### config.mk
export PLATFORM = sky130hd
export DESIGN_NAME = cpu_dispatch_scheduler_unit
export DESIGN_NICKNAME = d
export VERILOG_FILES = /design/src/rtl/cds_pkg.sv /design/src/rtl/cds_cell.sv /design/src/rtl/cds_queue.sv /design/src/rtl/cpu_dispatch_scheduler_unit.sv
export SDC_FILE = /design/constraint.sdc
export NUM_CORES = 2
export LEC_CHECK = 0
export ABC_AREA = 1
export BUFFER_PORTS_ARGS = -buffer_cell sky130_fd_sc_hd__buf_4
export CAP_MARGIN = 0
export CORE_MARGIN = 2
export CORE_UTILIZATION = 40
export CTS_CLUSTER_DIAMETER = 50
export DETAILED_ROUTE_END_ITERATION = 7
export PLACE_DENSITY = 0.55
export SLEW_MARGIN = 20
export SYNTH_ARGS = -nofsm -noshare
export SYNTH_HDL_FRONTEND = slang
export SYNTH_SLANG_ARGS = --single-unit
### constraint.sdc
create_clock -name clk -period 14.65 [get_ports clk]
set_clock_uncertainty 0.2 [all_clocks]
set_input_delay 2.93 -clock clk [delete_from_list [all_inputs] [get_ports clk]]
set_output_delay 2.93 -clock clk [all_outputs]
set_load 0.03 [all_outputs]
### src/rtl/cds_pkg.sv
// cds_pkg: shared constants and types for the dispatch scheduler
// no dependencies
package cds_pkg;
    localparam int QUEUE_DEPTH = 16;
    localparam int TIME_BITS = 16;
    localparam int CNT_BITS = $clog2(QUEUE_DEPTH + 1);

    localparam logic [1:0] CMD_ARRIVE = 2'd0;
    localparam logic [1:0] CMD_DEPART = 2'd1;
    localparam logic [1:0] CMD_PREEMPT = 2'd2;

    localparam logic [1:0] MODE_FCFS = 2'd0;
    localparam logic [1:0] MODE_SRTF = 2'd1;
    localparam logic [1:0] MODE_RR = 2'd2;

    localparam logic CFG_MODE = 1'b0;
    localparam logic CFG_SLICE = 1'b1;

    localparam logic KIND_DEPART = 1'b0;
    localparam logic KIND_PREEMPT = 1'b1;

    typedef struct packed {
        logic [15:0] id;
        logic [TIME_BITS-1:0] left;
    } entry_t;

    // queue operation broadcast to every cell
    typedef struct packed {
        logic pop;      // shift toward the front
        logic ins;      // sorted or positional insert
        logic front;    // insert at front
        logic tail;     // append at tail
        entry_t data;
    } qop_t;
endpackage

### src/rtl/cds_cell.sv
// cds_cell: one ready-queue slot of the shift-register queue
// depends on cds_pkg
module cds_cell (
    input  logic clk,
    input  cds_pkg::qop_t op,
    input  logic valid_here,
    input  logic tail_here,
    input  logic prev_ins,
    input  cds_pkg::entry_t prev_entry,
    input  cds_pkg::entry_t next_entry,
    input  logic next_valid,
    output logic ins_here,
    output cds_pkg::entry_t entry
);
    import cds_pkg::*;

    entry_t entry_reg;
    entry_t entry_next;
    logic   goes_after;

    // in a sorted insert the new entry lands after every entry whose remainder is equal or smaller,
    // and once a cell takes the new entry every cell behind it shifts
    assign goes_after = valid_here && (entry_reg.left <= op.data.left);
    assign ins_here = op.front ? 1'b1 :
                      (op.tail ? tail_here : (prev_ins || !goes_after));

    always_comb
    begin
        entry_next = entry_reg;
        if (op.pop)
        begin
            if (next_valid)
                entry_next = next_entry;
        end
        else if (op.ins)
        begin
            if (prev_ins)
                entry_next = prev_entry;
            else if (ins_here)
                entry_next = op.data;
        end
    end

    always_ff @(posedge clk)
    begin
        entry_reg <= entry_next;
    end

    assign entry = entry_reg;
endmodule

### src/rtl/cds_queue.sv
// cds_queue: row of queue cells with the fill count
// depends on cds_pkg, cds_cell
module cds_queue (
    input  logic clk,
    input  logic rst_n,
    input  cds_pkg::qop_t op,
    output cds_pkg::entry_t head,
    output logic [cds_pkg::CNT_BITS-1:0] count
);
    import cds_pkg::*;

    logic [CNT_BITS-1:0] count_reg;
    logic [CNT_BITS-1:0] count_next;
    entry_t cell_entry [QUEUE_DEPTH];
    logic   cell_ins [QUEUE_DEPTH];

    genvar g;
    generate
        for (g = 0; g < QUEUE_DEPTH; g++)
        begin : g_cell
            logic   v_here;
            logic   t_here;
            logic   p_ins;
            entry_t p_ent;
            entry_t n_ent;
            logic   n_val;
            assign v_here = CNT_BITS'(g) < count_reg;
            assign t_here = CNT_BITS'(g) == count_reg;
            if (g == 0)
            begin : g_first
                assign p_ins = 1'b0;
                assign p_ent = cell_entry[0];
            end
            else
            begin : g_rest
                assign p_ins = cell_ins[g-1];
                assign p_ent = cell_entry[g-1];
            end
            if (g == QUEUE_DEPTH - 1)
            begin : g_last
                assign n_ent = cell_entry[g];
                assign n_val = 1'b0;
            end
            else
            begin : g_mid
                assign n_ent = cell_entry[g+1];
                assign n_val = 1'b1;
            end
            cds_cell u_cell (
                .clk       (clk),
                .op        (op),
                .valid_here(v_here),
                .tail_here (t_here),
                .prev_ins  (p_ins),
                .prev_entry(p_ent),
                .next_entry(n_ent),
                .next_valid(n_val),
                .ins_here  (cell_ins[g]),
                .entry     (cell_entry[g])
            );
        end
    endgenerate

    always_comb
    begin
        count_next = count_reg;
        if (op.pop)
            count_next = count_reg - 1'b1;
        else if (op.ins)
            count_next = count_reg + 1'b1;
    end

    always_ff @(posedge clk or negedge rst_n)
    begin
        if (!rst_n)
            count_reg <= '0;
        else
            count_reg <= count_next;
    end

    assign head = cell_entry[0];
    assign count = count_reg;
endmodule

### src/rtl/cpu_dispatch_scheduler_unit.sv
// cpu_dispatch_scheduler_unit: running slot plus shift-register queue;
// SRTF inserts an arrival by remaining time (at the front if shorter than
// the running job), other modes append it at the tail; start leads to
// execute, then re-insert when a preemption pops the front and parks the
// running job, then done; busy is high meanwhile and holds off new items;
// results cannot be stalled; reset clears count, running slot and flags
module cpu_dispatch_scheduler_unit (
    input  logic clk,
    input  logic rst_n,
    input  logic start,
    output logic busy,
    input  logic [1:0] cmd,
    input  logic [cds_pkg::TIME_BITS-1:0] elapsed,
    input  logic [15:0] job_id,
    input  logic [cds_pkg::TIME_BITS-1:0] burst,
    input  logic cfg_we,
    input  logic cfg_index,
    input  logic [cds_pkg::TIME_BITS-1:0] cfg_data,
    output logic done,
    output logic run_valid,
    output logic [15:0] run_id,
    output logic [cds_pkg::TIME_BITS-1:0] run_left,
    output logic req_valid,
    output logic req_kind,
    output logic [cds_pkg::TIME_BITS-1:0] req_delay,
    output logic [4:0] queue_count,
    output logic overflow
);
    import cds_pkg::*;

    localparam logic [1:0] ST_IDLE = 2'd0;
    localparam logic [1:0] ST_EXEC = 2'd1;
    localparam logic [1:0] ST_REIN = 2'd2;
    localparam logic [1:0] ST_DONE = 2'd3;

    logic [1:0] st_reg, st_next;
    logic [1:0] mode_reg;
    logic [TIME_BITS-1:0] slice_reg;

    // latched item
    logic [1:0] cmd_reg;
    logic [15:0] id_reg;
    logic [TIME_BITS-1:0] burst_reg;

    // running slot
    logic run_reg, run_next;
    logic [15:0] cur_id_reg, cur_id_next;
    logic [TIME_BITS-1:0] cur_left_reg, cur_left_next;
    entry_t parked_reg, parked_next;   // job waiting to re-enter the queue
    logic shorter_reg, shorter_next;
    logic over_reg, over_next;
    logic disp_reg, disp_next;
    logic rein_sorted_reg, rein_sorted_next;

    qop_t op;
    entry_t head;
    logic [CNT_BITS-1:0] cnt;
    logic [1:0] eff_mode;
    logic full;

    cds_queue u_queue (
        .clk  (clk),
        .rst_n(rst_n),
        .op   (op),
        .head (head),
        .count(cnt)
    );

    assign eff_mode = (mode_reg == 2'd3) ? MODE_FCFS : mode_reg;
    assign full = cnt >= CNT_BITS'(QUEUE_DEPTH);
    assign busy = st_reg != ST_IDLE;

    always_comb
    begin
        st_next = st_reg;
        run_next = run_reg;
        cur_id_next = cur_id_reg;
        cur_left_next = cur_left_reg;
        parked_next = parked_reg;
        shorter_next = shorter_reg;
        over_next = over_reg;
        disp_next = disp_reg;
        rein_sorted_next = rein_sorted_reg;
        op = '0;
        case (st_reg)
            ST_IDLE:
            begin
                if (start)
                begin
                    // charge elapsed time, saturating at zero
                    if (run_reg)
                        cur_left_next = (cur_left_reg > elapsed) ?
                                        cur_left_reg - elapsed : '0;
                    shorter_next = 1'b0;
                    over_next = 1'b0;
                    disp_next = 1'b0;
                    st_next = ST_EXEC;
                end
            end
            ST_EXEC:
            begin
                st_next = ST_DONE;
                case (cmd_reg)
                    CMD_ARRIVE:
                    begin
                        if (!run_reg)
                        begin
                            run_next = 1'b1;
                            cur_id_next = id_reg;
                            cur_left_next = burst_reg;
                            disp_next = 1'b1;
                        end
                        else if (full)
                            over_next = 1'b1;
                        else
                        begin
                            op.ins = 1'b1;
                            op.data.id = id_reg;
                            op.data.left = burst_reg;
                            if (eff_mode == MODE_SRTF)
                            begin
                                if (burst_reg < cur_left_reg)
                                begin
                                    op.front = 1'b1;
                                    shorter_next = 1'b1;
                                end
                            end
                            else
                                op.tail = 1'b1;
                        end
                    end
                    CMD_DEPART:
                    begin
                        if (run_reg)
                        begin
                            if (cnt != '0)
                            begin
                                op.pop = 1'b1;
                                cur_id_next = head.id;
                                cur_left_next = head.left;
                                disp_next = 1'b1;
                            end
                            else
                            begin
                                run_next = 1'b0;
                                cur_id_next = '0;
                                cur_left_next = '0;
                            end
                        end
                    end
                    CMD_PREEMPT:
                    begin
                        if (run_reg && eff_mode == MODE_SRTF)
                        begin
                            if (cnt != '0 && head.left <= cur_left_reg)
                            begin
                                op.pop = 1'b1;
                                parked_next.id = cur_id_reg;
                                parked_next.left = cur_left_reg;
                                cur_id_next = head.id;
                                cur_left_next = head.left;
                                rein_sorted_next = 1'b1;
                                st_next = ST_REIN;
                            end
                        end
                        else if (run_reg && eff_mode == MODE_RR)
                        begin
                            disp_next = 1'b1;
                            if (cnt != '0)
                            begin
                                op.pop = 1'b1;
                                parked_next.id = cur_id_reg;
                                parked_next.left = cur_left_reg;
                                cur_id_next = head.id;
                                cur_left_next = head.left;
                                rein_sorted_next = 1'b0;
                                st_next = ST_REIN;
                            end
                        end
                    end
                    default:
                    begin
                    end
                endcase
            end
            ST_REIN:
            begin
                op.ins = 1'b1;
                op.tail = !rein_sorted_reg;
                op.data = parked_reg;
                st_next = ST_DONE;
            end
            ST_DONE:
                st_next = ST_IDLE;
            default:
                st_next = ST_IDLE;
        endcase
    end

    always_ff @(posedge clk or negedge rst_n)
    begin
        if (!rst_n)
        begin
            st_reg <= ST_IDLE;
            mode_reg <= MODE_FCFS;
            slice_reg <= TIME_BITS'(100);
            run_reg <= 1'b0;
            cur_id_reg <= '0;
            cur_left_reg <= '0;
            shorter_reg <= 1'b0;
            over_reg <= 1'b0;
            disp_reg <= 1'b0;
            rein_sorted_reg <= 1'b0;
        end
        else
        begin
            st_reg <= st_next;
            run_reg <= run_next;
            cur_id_reg <= cur_id_next;
            cur_left_reg <= cur_left_next;
            shorter_reg <= shorter_next;
            over_reg <= over_next;
            disp_reg <= disp_next;
            rein_sorted_reg <= rein_sorted_next;
            if (cfg_we)
            begin
                if (cfg_index == CFG_MODE)
                    mode_reg <= cfg_data[1:0];
                else
                    mode_reg <= mode_reg;
                if (cfg_index == CFG_SLICE)
                    slice_reg <= cfg_data;
            end
        end
    end

    always_ff @(posedge clk)
    begin
        parked_reg <= parked_next;
        if (start && !busy)
        begin
            cmd_reg <= cmd;
            id_reg <= job_id;
            burst_reg <= burst;
        end
    end

    // result, shown in the done state
    always_comb
    begin
        done = st_reg == ST_DONE;
        run_valid = run_reg;
        run_id = run_reg ? cur_id_reg : '0;
        run_left = run_reg ? cur_left_reg : '0;
        req_valid = 1'b0;
        req_kind = KIND_DEPART;
        req_delay = '0;
        if (run_reg)
        begin
            if (eff_mode == MODE_SRTF)
            begin
                req_valid = 1'b1;
                if (shorter_reg)
                    req_kind = KIND_PREEMPT;
                else
                    req_delay = cur_left_reg;
            end
            else if (disp_reg)
            begin
                req_valid = 1'b1;
                if (eff_mode == MODE_RR && cur_left_reg > slice_reg)
                begin
                    req_kind = KIND_PREEMPT;
                    req_delay = slice_reg;
                end
                else
                    req_delay = cur_left_reg;
            end
        end
        queue_count = 5'(cnt);
        overflow = over_reg;
    end

    // overflow only ever follows a full queue
    a_over_full: assert property (@(posedge clk) disable iff (!rst_n)
        done && overflow |-> cnt == CNT_BITS'(QUEUE_DEPTH))
        else $error("overflow with room in queue");
    // count never exceeds depth
    a_cnt: assert property (@(posedge clk) disable iff (!rst_n)
        cnt <= CNT_BITS'(QUEUE_DEPTH))
        else $error("queue count beyond depth");
    // a re-insert always comes right after execute
    a_rein: assert property (@(posedge clk) disable iff (!rst_n)
        st_reg == ST_REIN |-> $past(st_reg) == ST_EXEC)
        else $error("re-insert out of sequence");
    // idle processor leaves queue empty after a done
    a_idle: assert property (@(posedge clk) disable iff (!rst_n)
        done && !run_valid |-> cnt == '0)
        else $error("jobs waiting with idle processor");
endmodule

# ---- Word-level counts from Yosys, hierarchy flattened
# Index checks and enable logic that the tools add are counted.
dict set report classes {
  mux 181
  bitwise 2
  n_eq_ne 46
  magnitude_cmp 37
  n_addsub 3
  reduce_logical 106
}
# op n
set op_table {}
lappend op_table {{2-to-1 mux 32 bit} 65}
lappend op_table {{2-to-1 mux 16 bit} 24}
lappend op_table {{less-or-equal comparator 16 bit} 17}
lappend op_table {{2-to-1 mux 35 bit} 3}
lappend op_table {{case mux 16 bit (3 select lines)} 2}
lappend op_table {{2-to-1 mux 1 bit} 71}
lappend op_table {{case mux 33 bit (2 select lines)} 1}
lappend op_table {{nonzero test 3 bit} 15}
lappend op_table {{== test 4 x 5 -> 1 bit, first input constant} 8}
lappend op_table {{< comparator 4 x 5 -> 1 bit, first input constant} 8}
lappend op_table {{AND reduction 2 bit} 18}
lappend op_table {{> comparator 16 bit} 2}
lappend op_table {{case mux 16 bit (2 select lines)} 1}
lappend op_table {{inequality test 3 bit, second input constant} 8}
lappend op_table {{logical AND 1 bit} 21}
lappend op_table {{== test 3 x 5 -> 1 bit, first input constant} 4}
lappend op_table {{< comparator 3 x 5 -> 1 bit, first input constant} 4}
lappend op_table {{logical NOT 1 bit} 18}
lappend op_table {{inequality test 2 bit, second input constant} 9}
lappend op_table {{< comparator 16 bit} 1}
lappend op_table {{nonzero test 2 bit} 8}
lappend op_table {{subtractor 16 bit} 1}
lappend op_table {{logical OR 1 bit} 15}
lappend op_table {{AND reduction 7 bit} 2}
lappend op_table {{25 further kinds} 49}
dict set report totals {
  reg_bits 640
  inputBits 71
  out_inout_bits 59
  word_cells 423
}

# ---- Longest topological paths before layout
dict set report logic_depth {
  ltp_word 60
  ltp_mapped 52
  ltp_nobuf 48
}

# ---- Cells and area by module
# From an unflattened synthesis, not the netlist that was laid out.
dict set report hier_totals {
  hier_cells 5378
  area_unflattened_um2 42575.8
}
# module n_inst area_per_inst_um2 seq_area_each_um2 cells_each
set modules_own_cells {}
lappend modules_own_cells {cds_cell 16 2090.8 960.9 261}
lappend modules_own_cells {cpu_dispatch_scheduler_unit 1 8438.1 3412.0 1095}
lappend modules_own_cells {cds_queue 1 685.7 125.1 107}

# ---- Worst setup path after synthesis
# Ideal clock, no wire load.
dict set report synth_path {
  path_type {reg-to-reg}
  from {register st_reg[1]}
  to {register u_queue.g_cell[13].u_cell.entry_reg, in the netlist u_queue.g_cell[13].u_cell.entry[0], enable pin}
  path_slack_ns 8.760
  setup_time_ns 0.400
  t_arrival_ns 5.290
  n_path_buf 4
  synth_period_minus_slack_ns 5.890
  t_required_ns 14.050
  stages_incl_launch_ff 51
  path_cell_list {dfrtp_1 inv_1 ha_1 buf_2 nand4_4 clkbuf_1 o21ai_0 nand2_1 inv_1 clkbuf_1 ha_1 inv_1 nand2_1 nand2_1 nand2_1 nand2_1 nand2_1 nand2_1 (+15 left out) nand4_1 nand2_1 nand3_1 nand2_1 nand3_1 nand2_1 nand3_1 nand2_1 nand3_1 nand2_1 nand3_1 nand2_2 nand2_4 clkinv_4 buf_6 nand3_1 nand2_1 inv_1}
}
dict set report synth_via {
  elab_chain_len 48
  elab_cells_between_ends 92
  classes_between {14 x order compare; 2 x eq/ne; 32 x mux; 44 x reduce/logical}
}
# item line
set synth_lines {}
lappend synth_lines {{start, declared} cpu_dispatch_scheduler_unit.sv:36} ;# logic [1:0] st_reg, st_next;
lappend synth_lines {{start signal, assigned} cpu_dispatch_scheduler_unit.sv:217} ;# st_reg <= st_next;
lappend synth_lines {{== test 2 bit / == test 2 x 1 -> 1 bit (equally long branches)} cpu_dispatch_scheduler_unit.sv:85} ;# case (st_reg)
lappend synth_lines {{case mux 33 bit (2 select lines)} cpu_dispatch_scheduler_unit.sv:85}
lappend synth_lines {{less-or-equal comparator 16 bit} cds_cell.sv:23} ;# assign goes_after = valid_here && (entry_reg.left <= op.data.left);
lappend synth_lines {{logical AND 1 bit} cds_cell.sv:23}
lappend synth_lines {{logical NOT 1 bit} cds_cell.sv:25} ;# (op.tail ? tail_here : (prev_ins || !goes_after));
lappend synth_lines {{2-to-1 mux 1 bit} cds_cell.sv:25}
lappend synth_lines {{2-to-1 mux 1 bit} cds_cell.sv:24} ;# assign ins_here = op.front ? 1'b1 :
lappend synth_lines {{logical OR 1 bit} cds_cell.sv:25}
lappend synth_lines {{(+32 left out)} -}
lappend synth_lines {{logical OR 1 bit} cds_cell.sv:25}
lappend synth_lines {{2-to-1 mux 1 bit} cds_cell.sv:25}
lappend synth_lines {{2-to-1 mux 1 bit} cds_cell.sv:24}
lappend synth_lines {{logical OR 1 bit} cds_cell.sv:25}
lappend synth_lines {{2-to-1 mux 1 bit} cds_cell.sv:25}
lappend synth_lines {{2-to-1 mux 1 bit} cds_cell.sv:24}
lappend synth_lines {{nonzero test 3 bit (no line)} -}
lappend synth_lines {{AND reduction 2 bit (no line) *} -}
lappend synth_lines {{end signal, assigned} cds_cell.sv:46} ;# entry_reg <= entry_next;
lappend synth_lines {{end, declared} cds_cell.sv:17} ;# entry_t entry_reg;
# Mark *: on every way between the ends. The rest lies on a longest branch, timed or not.
# A chain may end at the register's enable or synchronous reset.

# ---- Worst setup path in the final report
dict set report layout_path {
  from {register st_reg[1]}
  to {register u_queue.g_cell[13].u_cell.entry_reg, in the netlist u_queue.g_cell[13].u_cell.entry[14], enable pin}
}
# The elaborated chain is that of the path after synthesis.

==> out/qor.yml <==
cts_inserted_buffers: 106
overflow: 0
cts_hold_buf: 0
max_stage_delay_ns: 0.71
largest_reg_flops: 512
syn_nets: 5077
io_buffers: 129
cp.required_ns: 14.80
p_leak_nw: 18.9
critPathLaunchType: "flop"
die-area_um2: 102000
yosysMostFrequentCell: "nand2_1"
cp_max_fo: 35
p_int_mw: 7.01
antenna_left: 0
rsz0062_at_grt: "false"
clk_path_buf_depth: 3
gp_congestion: 0.894
row_count: 115
clkSlewWorstSetupHoldPaths_ns: 0.06
syn2layout_area_growth_pct: 14.1
die_h_um: 320
hpwl_mm: 86.1
p_clk_frac: 0.201
drive_above_1_share: 0.0844
hold_violations: 0
ys_ff_latch: 640
post_synth.cell_area_avg_um2: 8.56
synth_common_cells: "nand2_1, edfxtp_1, a21oi_1, o21ai_0, inv_1"
syn_area_um2: 40000
fin_nets: 5087
end_kind: "flop"
seq_area_frac_synth: 0.473
async_flop_share: 0.0969
cts_max_level: 3
swShare: 0.446
synth_ff_type: "edfxtp_1"
max_freq_ghz: 0.114
rrSetupSlack_ns: 5.86
dieWidth_um: 320
drc: 0
cp.arrival_ns: 8.94
n_antenna_cell: 0
via_per_inst: 5.46
netlist_top_cells_area: "edfxtp_1, ha_1, nand2_1"
synth-edff-count: 578
grt_usage: 0.233
power_frac_seq: 0.320
ys_types: 56
antenna_found_initial: 0
yosys_warnings: 0
cp_common_cell: "nand2_1"
wl_per_cell_um: 20.0
syn-instance-count: 4672
min_period_ns: 8.79
powerDensity_nw_per_um2: 278
grt_start_max_net_pins: 174
postCtsSetupRepairBufs: 0
crit_family: "simple AND/OR/NAND/NOR gates"
grt_pass1_vias: 31685
first_pass_iters: 6
core_area_um2: 98700
dpl_cell_area_um2: 41900
cap_violations: 0
outcome: "completed"
drt_wl_total_mm: 121
floorplan.initialDensity: 0.405
p_switching_mw: 5.65
fin_area_um2: 45600
vias: 33060
synth_top_area_frac: 0.434
grt_pass1_wl_mm: 189
fin_crit_sh: 0.600
cts_resized: 0
root_buffer: "clkbuf_16"
setup_violations: 0
slowest_stage: "nand2_1"
worstSetupPathType: "reg -> reg"
cts_tree: "built"
slew_viol_final: 0
vdd_drop_max_v: 0.000181
ios: 130
clock_latency_ns: 0.69
finalSetupTns_ns: 0
power_frac_comb: 0.479
path_buf_inv: 4
slew_headroom: 0.266
drt-initial-drc-count: 3130
max_slew.worst_pin.slew_ns: 1.10
cts_sinks: 640
hold_class: "reg -> reg"
yosysTopAreaCell: "edfxtp_1"
hold_ws_ns: 0.275
-- power groups by stage --
stage	clock [mW]	combinational [mW]	sequential, mW
after floorplan	0	4.25	3.85
after global placement	0	5.90	4.07
after detailed placement	0	5.99	4.08
after CTS	2.59	6.04	4.05
after global routing	2.66	6.88	4.14
final	2.54	6.06	4.06
-- final timing paths --
check | cells after the start | from | endpoint
max reg2reg | 41 | st_reg[1] | u_queue.g_cell[13].u_cell.entry[14]
max in group asynchronous | 1 | rst_n | cur_left_reg[9]
min reg2reg | 0 | cur_id_reg[11] | parked_reg[27]
max | 41 | st_reg[1] | u_queue.g_cell[13].u_cell.entry[14]
min | 0 | cur_id_reg[11] | parked_reg[27]
min in group asynchronous | 1 | rst_n | slice_reg[11]
-- cells by family (layout without fill, tap and decap cells) --
kind of cell,Yosys count,after routing,synth area share
AND/OR/NAND/NOR,1493,1493,0.149
XOR/XNOR,11,11,0.00241
buffers and inverters,771,872,0.0752
flip-flops,640,640,0.473
adder cells (fa/ha/maj),334,334,0.105
AO/OA/AOI/OAI,1423,1423,0.196
-- cells in the final DEF, fill, tap and decap left out, types with 5 or more instances in the layout --
master      instances
ha_1              332
a21oi_1           575
a22oi_1            42
bufinv_16          12
o21ai_0           557
a211oi_1           13
inv_6              11
o21bai_1            8
clkinv_4            7
clkinv_2           20
clkbuf_1           11
clkbuf_16         109
clkinvlp_4         11
edfxtp_1          578
nor2_1            245
xor2_1              9
nand2_2             9
nand2_1          1053
o21a_1             10
a31oi_1            51
a221oi_1            7
o221ai_1           13
nand3_1           112
o2111ai_1           7
o211ai_1          105
o31ai_1             8
nor3_1             25
dfrtp_1            59
inv_1             469
clkinv_8            5
buf_4             188
clkinv_1           18
nand4_1            32
-- metal layers --
| metal | vias up | GRT usage | wire [um] | share of wire |
|---|---|---|---|---|
| met2 | 973 | 0.371 | 54600 | 0.45 |
| met5 | - | 0 | 0 | 0 |
| met4 | 0 | 0.0643 | 3010 | 0.025 |
| li1 | 16344 | - | - | - |
| met3 | 173 | 0.0301 | 6240 | 0.051 |
| met1 | 15570 | 0.333 | 57500 | 0.47 |
-- metrics by stage --
stage	std cells	total power, mW	setup WS, ns	util
3_5_place_dp	5859	10.1	5.44	0.425
2_1_floorplan	4672	8.11	8.76	-
5_1_grt	6060	13.7	5.17	0.462
4_1_cts	6058	12.7	5.43	0.461
3_3_place_gp	5859	9.96	5.59	0.425
6_report	6060	12.7	5.86	0.462
-- area by class of cell --
| class | instances | area (um^2) |
|---|---|---|
| fill | 9571 | 53100 |
| timing repair buffer | 190 | 1470 |
| tap | 1287 | 1610 |
| inverter | 483 | 1830 |
| multi-input combinational | 3261 | 18200 |
| clock buffer | 121 | 2780 |
| clock inverter | 78 | 837 |
| sequential | 640 | 18900 |
Note: power is estimated with default switching activity, not from simulation.
